File: config.mk
export PLATFORM = sky130hd
export DESIGN_NAME = per_channel_smoothed_alpha_blend_core
export DESIGN_NICKNAME = d
export VERILOG_FILES = /design/src/hdl/psab_pkg.sv /design/src/hdl/psab_ctrl.sv /design/src/hdl/psab_dp.sv /design/src/hdl/per_channel_smoothed_alpha_blend_core.sv
export SDC_FILE = /design/constraint.sdc
export NUM_CORES = 2
export LEC_CHECK = 0
export BUFFER_PORTS_ARGS = -buffer_cell sky130_fd_sc_hd__buf_2
export CORE_UTILIZATION = 55
export CTS_BUF_LIST = sky130_fd_sc_hd__clkbuf_16
export DETAILED_ROUTE_END_ITERATION = 6
export PLACE_DENSITY = 0.74
export SETUP_SLACK_MARGIN = 0.15
export SLEW_MARGIN = 20
export SYNTH_ARGS = -nofsm -noshare
export SYNTH_HDL_FRONTEND = slang
export SYNTH_SLANG_ARGS = --single-unit
File: constraint.sdc
create_clock -name aclk -period 8.6 [get_ports aclk]
set_input_delay 0.86 -clock aclk [delete_from_list [all_inputs] [get_ports aclk]]
set_output_delay 0.86 -clock aclk [all_outputs]
set_load 0.02 [all_outputs]
File: src/hdl/psab_pkg.sv
// ---------------------------------------------------------------------------
// psab_pkg
// Shared types, codes and helpers for the per-channel smoothed alpha blend.
// ---------------------------------------------------------------------------
package psab_pkg;

    localparam int FRACTION_BITS_DEF = 16;
    localparam int ENV_INT_BITS      = 10;
    localparam int CFG_INDEX_W       = 3;
    localparam int CFG_DATA_W        = 10;

    // floor(x / 1000) as (x * DIV1000_MUL) >> DIV1000_SHIFT, exact for x < 493447
    localparam logic [18:0] DIV1000_MUL   = 19'd268436;
    localparam int          DIV1000_SHIFT = 28;

    localparam logic [7:0] OPACITY_MAX = 8'd255;
    localparam logic [9:0] DRIVE_MAX   = 10'd1000;
    localparam logic [8:0] WEIGHT_FULL = 9'd256;
    localparam logic [9:0] DIV_ROUND   = 10'd500;

    localparam logic [7:0] OPACITY_LUMA_RST = 8'd150;
    localparam logic [7:0] OPACITY_CB_RST   = 8'd150;
    localparam logic [7:0] OPACITY_CR_RST   = 8'd150;
    localparam logic [9:0] LUMA_DRIVE_RST   = 10'd260;
    localparam logic [9:0] CHROMA_PUSH_RST  = 10'd180;

    typedef enum logic [1:0] {
        KIND_FRAME  = 2'd0,
        KIND_LUMA   = 2'd1,
        KIND_CHROMA = 2'd2
    } kind_t;

    typedef enum logic [2:0] {
        CFG_OPACITY_LUMA = 3'd0,
        CFG_OPACITY_CB   = 3'd1,
        CFG_OPACITY_CR   = 3'd2,
        CFG_LUMA_DRIVE   = 3'd3,
        CFG_CHROMA_PUSH  = 3'd4
    } cfg_index_t;

    // envelope order during the slew sweep
    typedef enum logic [2:0] {
        ENV_LUMA_OP    = 3'd0,
        ENV_CB_OP      = 3'd1,
        ENV_CR_OP      = 3'd2,
        ENV_LUMA_DRV   = 3'd3,
        ENV_CHROMA_DRV = 3'd4
    } env_sel_t;

    // weight order during the weight sweep
    localparam logic [2:0] WGT_Y  = 3'd0;
    localparam logic [2:0] WGT_CB = 3'd1;
    localparam logic [2:0] WGT_CR = 3'd2;

    localparam logic [2:0] ENV_LAST = 3'd4;
    localparam logic [2:0] WGT_LAST = 3'd2;

    typedef enum logic [3:0] {
        ST_IDLE,
        ST_INIT,
        ST_SLEW_DIFF,
        ST_SLEW_MUL,
        ST_SLEW_UPD,
        ST_WGT_RND,
        ST_WGT_MUL,
        ST_WGT_DIV,
        ST_WGT_UPD
    } psab_state_t;

    typedef enum logic [3:0] {
        DP_NOP,
        DP_INIT,
        DP_SLEW_DIFF,
        DP_SLEW_MUL,
        DP_SLEW_UPD,
        DP_WGT_RND,
        DP_WGT_MUL,
        DP_WGT_DIV,
        DP_WGT_UPD
    } dp_op_t;

    typedef struct packed {
        dp_op_t     op;
        logic [2:0] idx;
        logic       pix_load;
    } dp_cmd_t;

    typedef struct packed {
        logic started;
        logic out_free;
    } dp_status_t;

    // rounded lerp of two samples with a 0..256 weight on the second
    function automatic logic [7:0] psab_mix(input logic [7:0] a, input logic [7:0] b,
                                            input logic [8:0] q);
        logic [16:0] acc;
        acc = 17'(a) * 17'(WEIGHT_FULL - q) + 17'(b) * 17'(q) + 17'd128;
        return acc[15:8];
    endfunction

endpackage

File: src/hdl/psab_ctrl.sv
// ---------------------------------------------------------------------------
// psab_ctrl
// Sequencer: input handshake and the frame-start slew / weight sweeps.
// ---------------------------------------------------------------------------
module psab_ctrl (
    input  logic                 aclk,
    input  logic                 aresetn,
    input  logic                 s_valid,
    input  logic [1:0]           s_kind,
    output logic                 s_ready,
    input  psab_pkg::dp_status_t status,
    output psab_pkg::dp_cmd_t    cmd
);
    import psab_pkg::*;

    psab_state_t state_reg, state_next;
    logic [2:0]  idx_reg, idx_next;
    logic        is_pixel;
    logic        frame_acc;

    assign is_pixel  = (s_kind == KIND_LUMA) || (s_kind == KIND_CHROMA);
    assign frame_acc = s_valid && s_ready && (s_kind == KIND_FRAME);

    always_ff @(posedge aclk) begin
        if (!aresetn) begin
            state_reg <= ST_IDLE;
            idx_reg   <= 3'd0;
        end else begin
            state_reg <= state_next;
            idx_reg   <= idx_next;
        end
    end

    // next state
    always_comb begin
        state_next = state_reg;
        idx_next   = idx_reg;
        unique case (state_reg)
            ST_IDLE: begin
                if (frame_acc) begin
                    state_next = status.started ? ST_SLEW_DIFF : ST_INIT;
                    idx_next   = 3'd0;
                end
            end
            ST_INIT:      state_next = ST_SLEW_DIFF;
            ST_SLEW_DIFF: state_next = ST_SLEW_MUL;
            ST_SLEW_MUL:  state_next = ST_SLEW_UPD;
            ST_SLEW_UPD: begin
                if (idx_reg == ENV_LAST) begin
                    state_next = ST_WGT_RND;
                    idx_next   = 3'd0;
                end else begin
                    state_next = ST_SLEW_DIFF;
                    idx_next   = idx_reg + 3'd1;
                end
            end
            ST_WGT_RND: state_next = ST_WGT_MUL;
            ST_WGT_MUL: state_next = ST_WGT_DIV;
            ST_WGT_DIV: state_next = ST_WGT_UPD;
            ST_WGT_UPD: begin
                if (idx_reg == WGT_LAST) begin
                    state_next = ST_IDLE;
                    idx_next   = 3'd0;
                end else begin
                    state_next = ST_WGT_RND;
                    idx_next   = idx_reg + 3'd1;
                end
            end
            default: state_next = ST_IDLE;
        endcase
    end

    // outputs
    always_comb begin
        s_ready      = 1'b0;
        cmd.op       = DP_NOP;
        cmd.idx      = idx_reg;
        cmd.pix_load = 1'b0;
        unique case (state_reg)
            ST_IDLE: begin
                // frame starts and spare codes need no output slot
                s_ready      = status.out_free || !is_pixel;
                cmd.pix_load = s_valid && s_ready && is_pixel;
            end
            ST_INIT:      cmd.op = DP_INIT;
            ST_SLEW_DIFF: cmd.op = DP_SLEW_DIFF;
            ST_SLEW_MUL:  cmd.op = DP_SLEW_MUL;
            ST_SLEW_UPD:  cmd.op = DP_SLEW_UPD;
            ST_WGT_RND:   cmd.op = DP_WGT_RND;
            ST_WGT_MUL:   cmd.op = DP_WGT_MUL;
            ST_WGT_DIV:   cmd.op = DP_WGT_DIV;
            ST_WGT_UPD:   cmd.op = DP_WGT_UPD;
            default:      cmd.op = DP_NOP;
        endcase
    end

    a_frame_leaves_idle: assert property (@(posedge aclk) disable iff (!aresetn)
        frame_acc |=> state_reg != ST_IDLE)
        else $error("frame start accepted but sequencer stayed idle");

    a_slew_to_weights: assert property (@(posedge aclk) disable iff (!aresetn)
        (state_reg == ST_SLEW_UPD && idx_reg == ENV_LAST)
            |=> (state_reg == ST_WGT_RND && idx_reg == 3'd0))
        else $error("weight sweep did not follow the last envelope");

    a_init_once: assert property (@(posedge aclk) disable iff (!aresetn)
        state_reg == ST_INIT |-> ($past(state_reg) == ST_IDLE && !status.started))
        else $error("envelope load outside the first frame start");

endmodule

File: src/hdl/psab_dp.sv
// ---------------------------------------------------------------------------
// psab_dp
// Datapath: config registers, envelopes, weight derivation, pixel blend.
// ---------------------------------------------------------------------------
module psab_dp #(
    parameter int FRACTION_BITS = psab_pkg::FRACTION_BITS_DEF
) (
    input  logic                             aclk,
    input  logic                             aresetn,
    input  psab_pkg::dp_cmd_t                cmd,
    output psab_pkg::dp_status_t             status,
    input  logic                             cfg_wr_en,
    input  logic [psab_pkg::CFG_INDEX_W-1:0] cfg_index,
    input  logic [psab_pkg::CFG_DATA_W-1:0]  cfg_wdata,
    input  logic [1:0]                       s_kind,
    input  logic [7:0]                       s_first_luma,
    input  logic [7:0]                       s_second_luma,
    input  logic [7:0]                       s_first_cb,
    input  logic [7:0]                       s_second_cb,
    input  logic [7:0]                       s_first_cr,
    input  logic [7:0]                       s_second_cr,
    output logic                             m_valid,
    input  logic                             m_ready,
    output logic [1:0]                       m_result_kind,
    output logic [7:0]                       m_blended_luma,
    output logic [7:0]                       m_blended_cb,
    output logic [7:0]                       m_blended_cr
);
    import psab_pkg::*;

    localparam int ENV_W  = ENV_INT_BITS + FRACTION_BITS;
    localparam int COEF_W = FRACTION_BITS;
    localparam int PROD_W = ENV_W + COEF_W;
    localparam int RND_W  = ENV_INT_BITS + 1;

    localparam longint unsigned COEF_OP_LUMA_L   = ((64'd30 << FRACTION_BITS) + 64'd50) / 64'd100;
    localparam longint unsigned COEF_OP_CHROMA_L = ((64'd27 << FRACTION_BITS) + 64'd50) / 64'd100;
    localparam longint unsigned COEF_DRIVE_L     = ((64'd24 << FRACTION_BITS) + 64'd50) / 64'd100;

    localparam logic [COEF_W-1:0] COEF_OP_LUMA   = COEF_W'(COEF_OP_LUMA_L);
    localparam logic [COEF_W-1:0] COEF_OP_CHROMA = COEF_W'(COEF_OP_CHROMA_L);
    localparam logic [COEF_W-1:0] COEF_DRIVE     = COEF_W'(COEF_DRIVE_L);

    localparam logic [PROD_W-1:0] PROD_HALF = PROD_W'(64'd1 << (FRACTION_BITS - 1));
    localparam logic [ENV_W:0]    ENV_HALF  = (ENV_W + 1)'(64'd1 << (FRACTION_BITS - 1));

    // configuration
    logic [7:0] op_luma_reg, op_cb_reg, op_cr_reg;
    logic [9:0] luma_drive_reg, chroma_push_reg;

    // envelopes and weights
    logic [ENV_W-1:0] luma_op_env_reg, cb_op_env_reg, cr_op_env_reg;
    logic [ENV_W-1:0] luma_drv_env_reg, chroma_drv_env_reg;
    logic             started_reg;
    logic [8:0]       y_wgt_reg, cb_wgt_reg, cr_wgt_reg;

    // sweep pipeline
    logic [ENV_W-1:0]  diff_reg;
    logic              up_reg;
    logic [PROD_W-1:0] prod_reg;
    logic [8:0]        q0_reg;
    logic [9:0]        d_reg;
    logic [17:0]       num_reg;
    logic [8:0]        quo_reg;

    // result register
    logic       m_valid_reg;
    logic [1:0] kind_out_reg;
    logic [7:0] luma_out_reg, cb_out_reg, cr_out_reg;

    // selected envelope for the slew sweep
    logic [ENV_W-1:0]  slew_env;
    logic [9:0]        slew_target;
    logic [COEF_W-1:0] slew_coef;
    logic [ENV_W-1:0]  target_full;
    logic [ENV_W-1:0]  slew_step;
    logic [ENV_W-1:0]  slew_new;

    // weight derivation
    logic [ENV_W-1:0] w_op_env, w_drv_env;
    logic [RND_W-1:0] op_int, drv_int;
    logic [7:0]       v_clamped;
    logic [9:0]       d_clamped;
    logic [36:0]      recip_prod;
    logic [9:0]       q_sum;
    logic [8:0]       q_final;

    always_comb begin
        slew_env    = luma_op_env_reg;
        slew_target = 10'(op_luma_reg);
        slew_coef   = COEF_OP_LUMA;
        unique case (cmd.idx)
            ENV_LUMA_OP: begin
                slew_env    = luma_op_env_reg;
                slew_target = 10'(op_luma_reg);
                slew_coef   = COEF_OP_LUMA;
            end
            ENV_CB_OP: begin
                slew_env    = cb_op_env_reg;
                slew_target = 10'(op_cb_reg);
                slew_coef   = COEF_OP_CHROMA;
            end
            ENV_CR_OP: begin
                slew_env    = cr_op_env_reg;
                slew_target = 10'(op_cr_reg);
                slew_coef   = COEF_OP_CHROMA;
            end
            ENV_LUMA_DRV: begin
                slew_env    = luma_drv_env_reg;
                slew_target = luma_drive_reg;
                slew_coef   = COEF_DRIVE;
            end
            ENV_CHROMA_DRV: begin
                slew_env    = chroma_drv_env_reg;
                slew_target = chroma_push_reg;
                slew_coef   = COEF_DRIVE;
            end
            default: ;
        endcase
    end

    assign target_full = ENV_W'(slew_target) << FRACTION_BITS;
    assign slew_step   = ENV_W'((prod_reg + PROD_HALF) >> FRACTION_BITS);
    // step never overshoots, so the result stays between old value and target
    assign slew_new    = up_reg ? slew_env + slew_step : slew_env - slew_step;

    always_comb begin
        w_op_env  = luma_op_env_reg;
        w_drv_env = luma_drv_env_reg;
        unique case (cmd.idx)
            WGT_Y: begin
                w_op_env  = luma_op_env_reg;
                w_drv_env = luma_drv_env_reg;
            end
            WGT_CB: begin
                w_op_env  = cb_op_env_reg;
                w_drv_env = chroma_drv_env_reg;
            end
            WGT_CR: begin
                w_op_env  = cr_op_env_reg;
                w_drv_env = chroma_drv_env_reg;
            end
            default: ;
        endcase
    end

    assign op_int     = RND_W'(((ENV_W + 1)'(w_op_env) + ENV_HALF) >> FRACTION_BITS);
    assign drv_int    = RND_W'(((ENV_W + 1)'(w_drv_env) + ENV_HALF) >> FRACTION_BITS);
    assign v_clamped  = (op_int > RND_W'(OPACITY_MAX)) ? OPACITY_MAX : op_int[7:0];
    assign d_clamped  = (drv_int > RND_W'(DRIVE_MAX)) ? DRIVE_MAX : drv_int[9:0];
    assign recip_prod = 37'(num_reg) * 37'(DIV1000_MUL);
    assign q_sum      = 10'(q0_reg) + 10'(quo_reg);
    assign q_final    = (q_sum > 10'(WEIGHT_FULL)) ? WEIGHT_FULL : q_sum[8:0];

    // configuration registers
    always_ff @(posedge aclk) begin
        if (!aresetn) begin
            op_luma_reg     <= OPACITY_LUMA_RST;
            op_cb_reg       <= OPACITY_CB_RST;
            op_cr_reg       <= OPACITY_CR_RST;
            luma_drive_reg  <= LUMA_DRIVE_RST;
            chroma_push_reg <= CHROMA_PUSH_RST;
        end else if (cfg_wr_en) begin
            unique case (cfg_index)
                CFG_OPACITY_LUMA: op_luma_reg     <= cfg_wdata[7:0];
                CFG_OPACITY_CB:   op_cb_reg       <= cfg_wdata[7:0];
                CFG_OPACITY_CR:   op_cr_reg       <= cfg_wdata[7:0];
                CFG_LUMA_DRIVE:   luma_drive_reg  <= cfg_wdata;
                CFG_CHROMA_PUSH:  chroma_push_reg <= cfg_wdata;
                default: ;
            endcase
        end
    end

    // envelopes and weights
    always_ff @(posedge aclk) begin
        if (!aresetn) begin
            luma_op_env_reg    <= '0;
            cb_op_env_reg      <= '0;
            cr_op_env_reg      <= '0;
            luma_drv_env_reg   <= '0;
            chroma_drv_env_reg <= '0;
            started_reg        <= 1'b0;
            y_wgt_reg          <= '0;
            cb_wgt_reg         <= '0;
            cr_wgt_reg         <= '0;
        end else begin
            case (cmd.op)
                DP_INIT: begin
                    luma_op_env_reg    <= ENV_W'(op_luma_reg) << FRACTION_BITS;
                    cb_op_env_reg      <= ENV_W'(op_cb_reg) << FRACTION_BITS;
                    cr_op_env_reg      <= ENV_W'(op_cr_reg) << FRACTION_BITS;
                    luma_drv_env_reg   <= ENV_W'(luma_drive_reg) << FRACTION_BITS;
                    chroma_drv_env_reg <= ENV_W'(chroma_push_reg) << FRACTION_BITS;
                    started_reg        <= 1'b1;
                end
                DP_SLEW_UPD: begin
                    case (cmd.idx)
                        ENV_LUMA_OP:    luma_op_env_reg    <= slew_new;
                        ENV_CB_OP:      cb_op_env_reg      <= slew_new;
                        ENV_CR_OP:      cr_op_env_reg      <= slew_new;
                        ENV_LUMA_DRV:   luma_drv_env_reg   <= slew_new;
                        ENV_CHROMA_DRV: chroma_drv_env_reg <= slew_new;
                        default: ;
                    endcase
                end
                DP_WGT_UPD: begin
                    case (cmd.idx)
                        WGT_Y:   y_wgt_reg  <= q_final;
                        WGT_CB:  cb_wgt_reg <= q_final;
                        WGT_CR:  cr_wgt_reg <= q_final;
                        default: ;
                    endcase
                end
                default: ;
            endcase
        end
    end

    // sweep pipeline, no reset needed
    always_ff @(posedge aclk) begin
        case (cmd.op)
            DP_SLEW_DIFF: begin
                up_reg   <= target_full >= slew_env;
                diff_reg <= (target_full >= slew_env) ? target_full - slew_env
                                                      : slew_env - target_full;
            end
            DP_SLEW_MUL: prod_reg <= PROD_W'(diff_reg) * PROD_W'(slew_coef);
            DP_WGT_RND: begin
                // (v * 256 + 127) / 255 reduces to v + (v >= 128) for v <= 255
                q0_reg <= 9'(v_clamped) + 9'(v_clamped[7]);
                d_reg  <= d_clamped;
            end
            DP_WGT_MUL: num_reg <= 18'(WEIGHT_FULL - q0_reg) * 18'(d_reg) + 18'(DIV_ROUND);
            DP_WGT_DIV: quo_reg <= 9'(recip_prod >> DIV1000_SHIFT);
            default: ;
        endcase
    end

    // result register
    always_ff @(posedge aclk) begin
        if (!aresetn) begin
            m_valid_reg <= 1'b0;
        end else if (cmd.pix_load) begin
            m_valid_reg <= 1'b1;
        end else if (m_ready) begin
            m_valid_reg <= 1'b0;
        end
    end

    always_ff @(posedge aclk) begin
        if (cmd.pix_load) begin
            kind_out_reg <= s_kind;
            if (s_kind == KIND_LUMA) begin
                luma_out_reg <= psab_mix(s_first_luma, s_second_luma, y_wgt_reg);
                cb_out_reg   <= 8'd0;
                cr_out_reg   <= 8'd0;
            end else begin
                luma_out_reg <= 8'd0;
                cb_out_reg   <= psab_mix(s_first_cb, s_second_cb, cb_wgt_reg);
                cr_out_reg   <= psab_mix(s_first_cr, s_second_cr, cr_wgt_reg);
            end
        end
    end

    assign status.started  = started_reg;
    assign status.out_free = !m_valid_reg || m_ready;

    assign m_valid        = m_valid_reg;
    assign m_result_kind  = kind_out_reg;
    assign m_blended_luma = luma_out_reg;
    assign m_blended_cb   = cb_out_reg;
    assign m_blended_cr   = cr_out_reg;

    a_weights_in_range: assert property (@(posedge aclk) disable iff (!aresetn)
        y_wgt_reg <= WEIGHT_FULL && cb_wgt_reg <= WEIGHT_FULL && cr_wgt_reg <= WEIGHT_FULL)
        else $error("channel weight above full scale");

    a_luma_zero_chroma: assert property (@(posedge aclk) disable iff (!aresetn)
        (m_valid_reg && kind_out_reg == KIND_LUMA) |-> (cb_out_reg == 8'd0 && cr_out_reg == 8'd0))
        else $error("luma result carries chroma data");

    a_load_shows: assert property (@(posedge aclk) disable iff (!aresetn)
        cmd.pix_load |=> (m_valid_reg
                          && (kind_out_reg == KIND_LUMA || kind_out_reg == KIND_CHROMA)))
        else $error("pixel beat lost on its way to the result register");

endmodule

File: src/hdl/per_channel_smoothed_alpha_blend_core.sv
// ---------------------------------------------------------------------------
// per_channel_smoothed_alpha_blend_core
// Two-stream YCbCr blend with smoothed per-channel weights.
//
//   channel | direction | handshake         | payload
//   --------+-----------+-------------------+-----------------------------------
//   s_      | in        | s_valid / s_ready | kind, first/second luma, cb, cr
//   m_      | out       | m_valid / m_ready | result_kind, blended luma, cb, cr
//   cfg_    | in        | cfg_wr_en         | cfg_index, cfg_wdata
//
// Luma and chroma beats: one per cycle while idle and the result slot is free;
// each result is registered in the cycle after acceptance. Frame starts run a
// shared slew multiplier over five envelopes (diff, mul, upd), then the weight
// path over three channels (rnd, mul, div, upd); the first also loads envelopes.
// A stalled result only holds back pixel beats; frame starts still enter.
// Reset is synchronous; envelopes and weights clear to zero.
// ---------------------------------------------------------------------------
module per_channel_smoothed_alpha_blend_core #(
    parameter int FRACTION_BITS = psab_pkg::FRACTION_BITS_DEF
) (
    input  logic                             aclk,
    input  logic                             aresetn,
    input  logic                             s_valid,
    output logic                             s_ready,
    input  logic [1:0]                       s_kind,
    input  logic [7:0]                       s_first_luma,
    input  logic [7:0]                       s_second_luma,
    input  logic [7:0]                       s_first_cb,
    input  logic [7:0]                       s_second_cb,
    input  logic [7:0]                       s_first_cr,
    input  logic [7:0]                       s_second_cr,
    output logic                             m_valid,
    input  logic                             m_ready,
    output logic [1:0]                       m_result_kind,
    output logic [7:0]                       m_blended_luma,
    output logic [7:0]                       m_blended_cb,
    output logic [7:0]                       m_blended_cr,
    input  logic                             cfg_wr_en,
    input  logic [psab_pkg::CFG_INDEX_W-1:0] cfg_index,
    input  logic [psab_pkg::CFG_DATA_W-1:0]  cfg_wdata
);
    import psab_pkg::*;

    dp_cmd_t    cmd;
    dp_status_t status;

    psab_ctrl u_ctrl (
        .aclk    (aclk),
        .aresetn (aresetn),
        .s_valid (s_valid),
        .s_kind  (s_kind),
        .s_ready (s_ready),
        .status  (status),
        .cmd     (cmd)
    );

    psab_dp #(
        .FRACTION_BITS (FRACTION_BITS)
    ) u_dp (
        .aclk           (aclk),
        .aresetn        (aresetn),
        .cmd            (cmd),
        .status         (status),
        .cfg_wr_en      (cfg_wr_en),
        .cfg_index      (cfg_index),
        .cfg_wdata      (cfg_wdata),
        .s_kind         (s_kind),
        .s_first_luma   (s_first_luma),
        .s_second_luma  (s_second_luma),
        .s_first_cb     (s_first_cb),
        .s_second_cb    (s_second_cb),
        .s_first_cr     (s_first_cr),
        .s_second_cr    (s_second_cr),
        .m_valid        (m_valid),
        .m_ready        (m_ready),
        .m_result_kind  (m_result_kind),
        .m_blended_luma (m_blended_luma),
        .m_blended_cb   (m_blended_cb),
        .m_blended_cr   (m_blended_cr)
    );

endmodule
# ---- Word-level counts from Yosys, hierarchy flattened
# Cells that the tools add are included.
dict set report word_totals {
  ff_bits 351
  input_bits 68
  output_inout_bits 28
  wordCells 159
}
dict set report classes {
  addsub 21
  multipliers 9
  magnitude_cmp 4
  n_eq_ne 32
  mux 33
  n_reduce_logical 32
}
# op count
set ops {}
lappend ops {{case mux 26 bit (2 select lines)} 6}
lappend ops {{two-way mux 26 bit} 8}
lappend ops {{case mux 26 bit (4 select lines)} 1}
lappend ops {{subtractor 26 bit} 3}
lappend ops {{adder 26 x 16 -> 27 bit (second input constant)} 2}
lappend ops {{multiplier 8 x 17 -> 16 bit} 3}
lappend ops {{adder 16 bit} 3}
lappend ops {{adder 16 x 8 -> 16 bit (second input constant)} 3}
lappend ops {{multiplier 8 x 9 -> 16 bit} 3}
lappend ops {{adder 42 x 16 -> 42 bit (second input constant)} 1}
lappend ops {{multiplier 26 x 15 -> 41 bit} 1}
lappend ops {{case mux 10 bit (4 select lines)} 1}
lappend ops {{subtractor 9 x 9 -> 10 bit (first input constant)} 4}
lappend ops {{case mux 4 bit (9 select lines)} 1}
lappend ops {{multiplier 18 x 17 -> 35 bit (second input constant)} 1}
lappend ops {{== test 4 x 3 -> 1 bit (second input constant)} 8}
lappend ops {{case mux 4 bit (8 select lines)} 1}
lappend ops {{case mux 15 bit (2 select lines)} 1}
lappend ops {{AND reduction 2 bit} 14}
lappend ops {{adder 26 bit} 1}
lappend ops {{>= comparator 26 bit} 1}
lappend ops {{adder 18 x 9 -> 18 bit (second input constant)} 1}
lappend ops {{multiplier 18 x 10 -> 18 bit} 1}
lappend ops {{== test 4 x 2 -> 1 bit (second input constant)} 4}
lappend ops {{other kinds (31)} 58}

# ---- Logic depth before layout (Yosys ltp)
dict set report depth {
  ltp_word 9
  depth_mapped 35
  ltp_nobuf 30
}

# ---- Cells and area by module
# Synthesis repeated with hierarchy kept, for this count alone.
dict set report unflattened {
  cells_unflattened 5774
  hier_area_um2 51375.5
}
# module instances cells_each area_each_um2 seq_area_each_um2
set by_module_without_submodules {}
lappend by_module_without_submodules {psab_dp 1 5703 50796.2 7847.5}
lappend by_module_without_submodules {psab_ctrl 1 71 579.3 140.1}

# ---- Worst setup path after synthesis
# No wires, ideal clock.
dict set report synth_timing {
  kind {register -> register}
  startpoint {register u_ctrl.idx_reg[2]}
  endpoint {register u_dp.prod_reg[39], data pin}
  arrival_time_ps 7772
  slack_ps 566
  stages_incl_launch_ff 33
  n_path_buf 7
  period_less_slack_ps 8034
  path_cell_list {dfxtp_1 -> buf_4 -> buf_4 -> buf_2 -> clkbuf_1 -> and2_1 -> buf_2 -> a21o_1 -> clkbuf_1 -> nand2_1 -> clkbuf_1 -> and2_1 -> fa_1 -> inv_1 -> fa_1 -> inv_1 -> fa_1 -> fa_1 -> fa_1 -> inv_1 -> fa_1 -> inv_1 -> ha_1 -> a21o_1 -> a21o_1 -> a21o_1 -> a21o_1 -> a221o_1 -> a21oi_1 -> a21bo_2 -> a211oi_1 -> o21bai_1 -> xor2_1}
}
dict set report synth_between {
  elab_chain_len 4
  word_cells_on_any_way 8
}
# item line
set synth_rtl {}
lappend synth_rtl {{start: declaration} psab_ctrl.sv:17} ;# logic [2:0] idx_reg, idx_next;
lappend synth_rtl {{start signal: assignment} psab_ctrl.sv:30} ;# idx_reg <= idx_next;
lappend synth_rtl {{== test 3 bit (tied with other cells)} psab_dp.sv:92} ;# unique case (cmd.idx)
lappend synth_rtl {{OR reduction 2 bit (no source line)} -}
lappend synth_rtl {{case mux 15 bit (2 select lines) *} psab_dp.sv:92}
lappend synth_rtl {{multiplier 26 x 15 -> 41 bit *} psab_dp.sv:228} ;# DP_SLEW_MUL: prod_reg <= PROD_W'(diff_reg) * PROD_W'(slew_coef);
lappend synth_rtl {{end signal: assignment} psab_dp.sv:228}
lappend synth_rtl {{end: declaration} psab_dp.sv:60} ;# logic [PROD_W-1:0] prod_reg;
# Mark *: on every way between the ends. The rest lies on a longest branch, timed or not.
# A chain may end at the register's enable or synchronous reset.

# ---- Worst setup path in the final report
dict set report layout_timing {
  startpoint {register u_ctrl.idx_reg[1]}
  endpoint {register u_dp.prod_reg[34], data pin}
}
# Same word-level chain as after synthesis.

==> run metrics <==
Setup WS pre-CTS between 0.7 and 0.8 ns; DR WL/cell roughly 18 um; commonest non-fill, non-tap cell in the layout inv_1; Site Rows about 110; crit path DAT 8.29 ns; number of synthesized register bits 335; Die H 306 um; Tot Pwr 5.06 mW; first-pass GRT wire length 206,000 um; Max Cap Viol 0; vias in the first global route 39,900; Core Area around 92,000 um2; Gate power share between 30 and 40%; Worst Max-Slew Pin Slew 1.18 ns; Clock transition at path regs 0.06 ns; post-DP HPWL around 100,000 um; PD cells roughly 94 nW/um2; area leader, netlist fa_1; Min Hold Slack 0.455 ns; Worst slew margin 21.2%; Clock power frac around 34%; Initial DRC Count 3,187; achievable clock frequency 126 MHz; synthesized cell area 50,900 um2; most frequent cells in the layout 1,089 x inv_1, 758 x fa_1, 725 x nand2_1, 575 x ha_1, 343 x and2_1; Final setup violation count 0; hold crit path type primary input to flip-flop; Async SR Flop Fraction 0%; leakage power 25.2 nW; Max stage delay on crit path around 0.57 ns; outcome finished clean; fin crit share 92.3%; syn avg cell area 8.95 um2; gpl congestion 0.947; Tmin final 7.94 ns; sw power 1.74 mW; layout cells sized above 1 4.99%; peak supply drop between 0.15 and 0.2 mV; Total GRT Usage a little over a quarter; number of vias per cell roughly 5.6; design internal power ~3.3 mW; Sequential Power Share roughly a third; largest net degree at the start of global routing ~110; post-synthesis net count 7,091; P&R area growth vs syn 5.57%; Top Ports between 90 and 100; Remaining Overflow, GRT 0; RSZ-0062 raised after global routing false; Ys Warns 0; worst path required time a little under 9 ns; Seq/Total Area, Yosys 15.6%; clock skew 0.0585 ns; worst path buffer plus inverter count 7; Netlist cell types 90; Nets 7,058; fin worst setup slack about 0.66 ns; post-CTS setup buffers 0; CTS Buf Count 42; Root Buffer clkbuf_16; port buffer count 95; EDFF count, synth 125; die width 306 um; Clock Path Buffers 3; final slew viol count 0; Critical Path Source Type flip-flop; TritonCTS clock tree done; Net Sw Frac approximately 34%; Die ar. 93,800 um2; DRC 0; CP delay by family, top adder cells; post-synth top area share 29.8%; # H-tree levels 2; clk_lat worst skew 0.63 ns; initial antenna violation count 5; clk sinks 335; initial core utilization 55.6%; Synth area leaders fa_1 30%, ha_1 14%, dfxtp_1 8.3%, inv_1 8.0%, edfxtp_1 7.4%; Routed Antenna Nets 0; final hold viol count 0; DRT Pass-1 Iters 6; Setup Crit Path Kind flip-flop to flip-flop; Gate Count Post-Synth 5,690; routed wire length 125,000 um; Synth Flop Type dfxtp_1; Vias 38,600; CP max FO 28; Crit. End Element flip-flop; setup TNS 0 ns; Worst path slowest cell a21boi_0
area by class of cell:
class	count	area [um2]
multi-input cells	4044	38000
fillers	7905	37900
flip-flops and latches	335	7960
inverters	1083	4070
well taps	1186	1480
clock buffers	43	1080
repair buffers	151	898
clock inverters	33	246
diodes	2	5.00
power groups by stage:
stage | combinational [mW] | clock, mW | sequential, mW
finish | 1.56 | 1.71 | 1.78
global route | 1.76 | 1.80 | 1.79
CTS | 1.56 | 1.74 | 1.78
detailed placement | 1.53 | 0 | 1.82
global placement | 1.51 | 0 | 1.82
floorplan | 1.11 | 0 | 1.81
cell families after synthesis:
family                     Yosys count  synth area share, %
buffers and inverters             1311                 9.80
adders and majority gates         1333                 43.9
AOI/OAI and AO/OA                  777                 10.1
xor gates and xnor gates           256                 4.40
other                                1              0.00736
DFF                                335                 15.6
muxes                               32                0.666
and+or+nand+nor                   1645                 15.5
worst paths after layout:
kind | from | endpoint | slack (ns) | depth (start not counted)
worst max-delay path | u_ctrl.idx_reg[1] | u_dp.prod_reg[34] | 0.66 | 28
worst min-delay path | s_kind[1] | u_dp.m_result_kind[1] | 0.45 | 1
worst max register to register | u_ctrl.idx_reg[1] | u_dp.prod_reg[34] | 0.66 | 28
worst min register to register | u_dp.luma_drv_env_reg[8] | u_dp.luma_drv_env_reg[8] | 0.46 | 2
Yosys cell counts (all sizes together) (12+ instances only):
| master | n |
|---|---|
| or2 | 20 |
| nand3 | 124 |
| nand4 | 20 |
| xor2 | 67 |
| and3 | 27 |
| o21bai | 12 |
| a22oi | 42 |
| buf | 45 |
| a21oi | 187 |
| dfxtp | 210 |
| clkbuf | 183 |
| o21a | 26 |
| a31oi | 31 |
| nor3 | 70 |
| nand2 | 725 |
| or3 | 15 |
| edfxtp | 125 |
| o31ai | 22 |
| a21boi | 123 |
| nor2b | 48 |
| fa | 758 |
| xnor2 | 189 |
| nor2 | 190 |
| ha | 575 |
| and2 | 343 |
| o21ai | 157 |
| nor4 | 12 |
| mux2i | 26 |
| nand2b | 17 |
| a21o | 61 |
| o211ai | 13 |
| inv | 1083 |
what timing repair did:
action                                  CTS  global route
endpoints found under the hold margin     0             0
resized for setup                         0             1
endpoints found under the setup margin    0             1
hold buffers                              0             0
per-layer routing:
layer  routed length (um)  global-route usage (%)  part of all wire, %  vias up
li1                     -                       -                    -    18000
met4                 2840                    7.35                  2.3        0
met5                    0                       0                    0        -
met2                58100                    44.5                   47     1336
met3                 8800                    3.57                  7.0      217
met1                55100                    38.2                   44    19000
per-stage QoR:
step / cell area (um2) / util, % / cells
floorplan: 50900 / - / 5690
global placement: 52400 / 57.2 / 6799
detailed placement: 52400 / 57.2 / 6799
CTS: 53800 / 58.7 / 6875
global route: 53800 / 58.7 / 6877
finish: 53800 / 58.7 / 6877
Note: power is estimated with default switching activity, not from simulation.
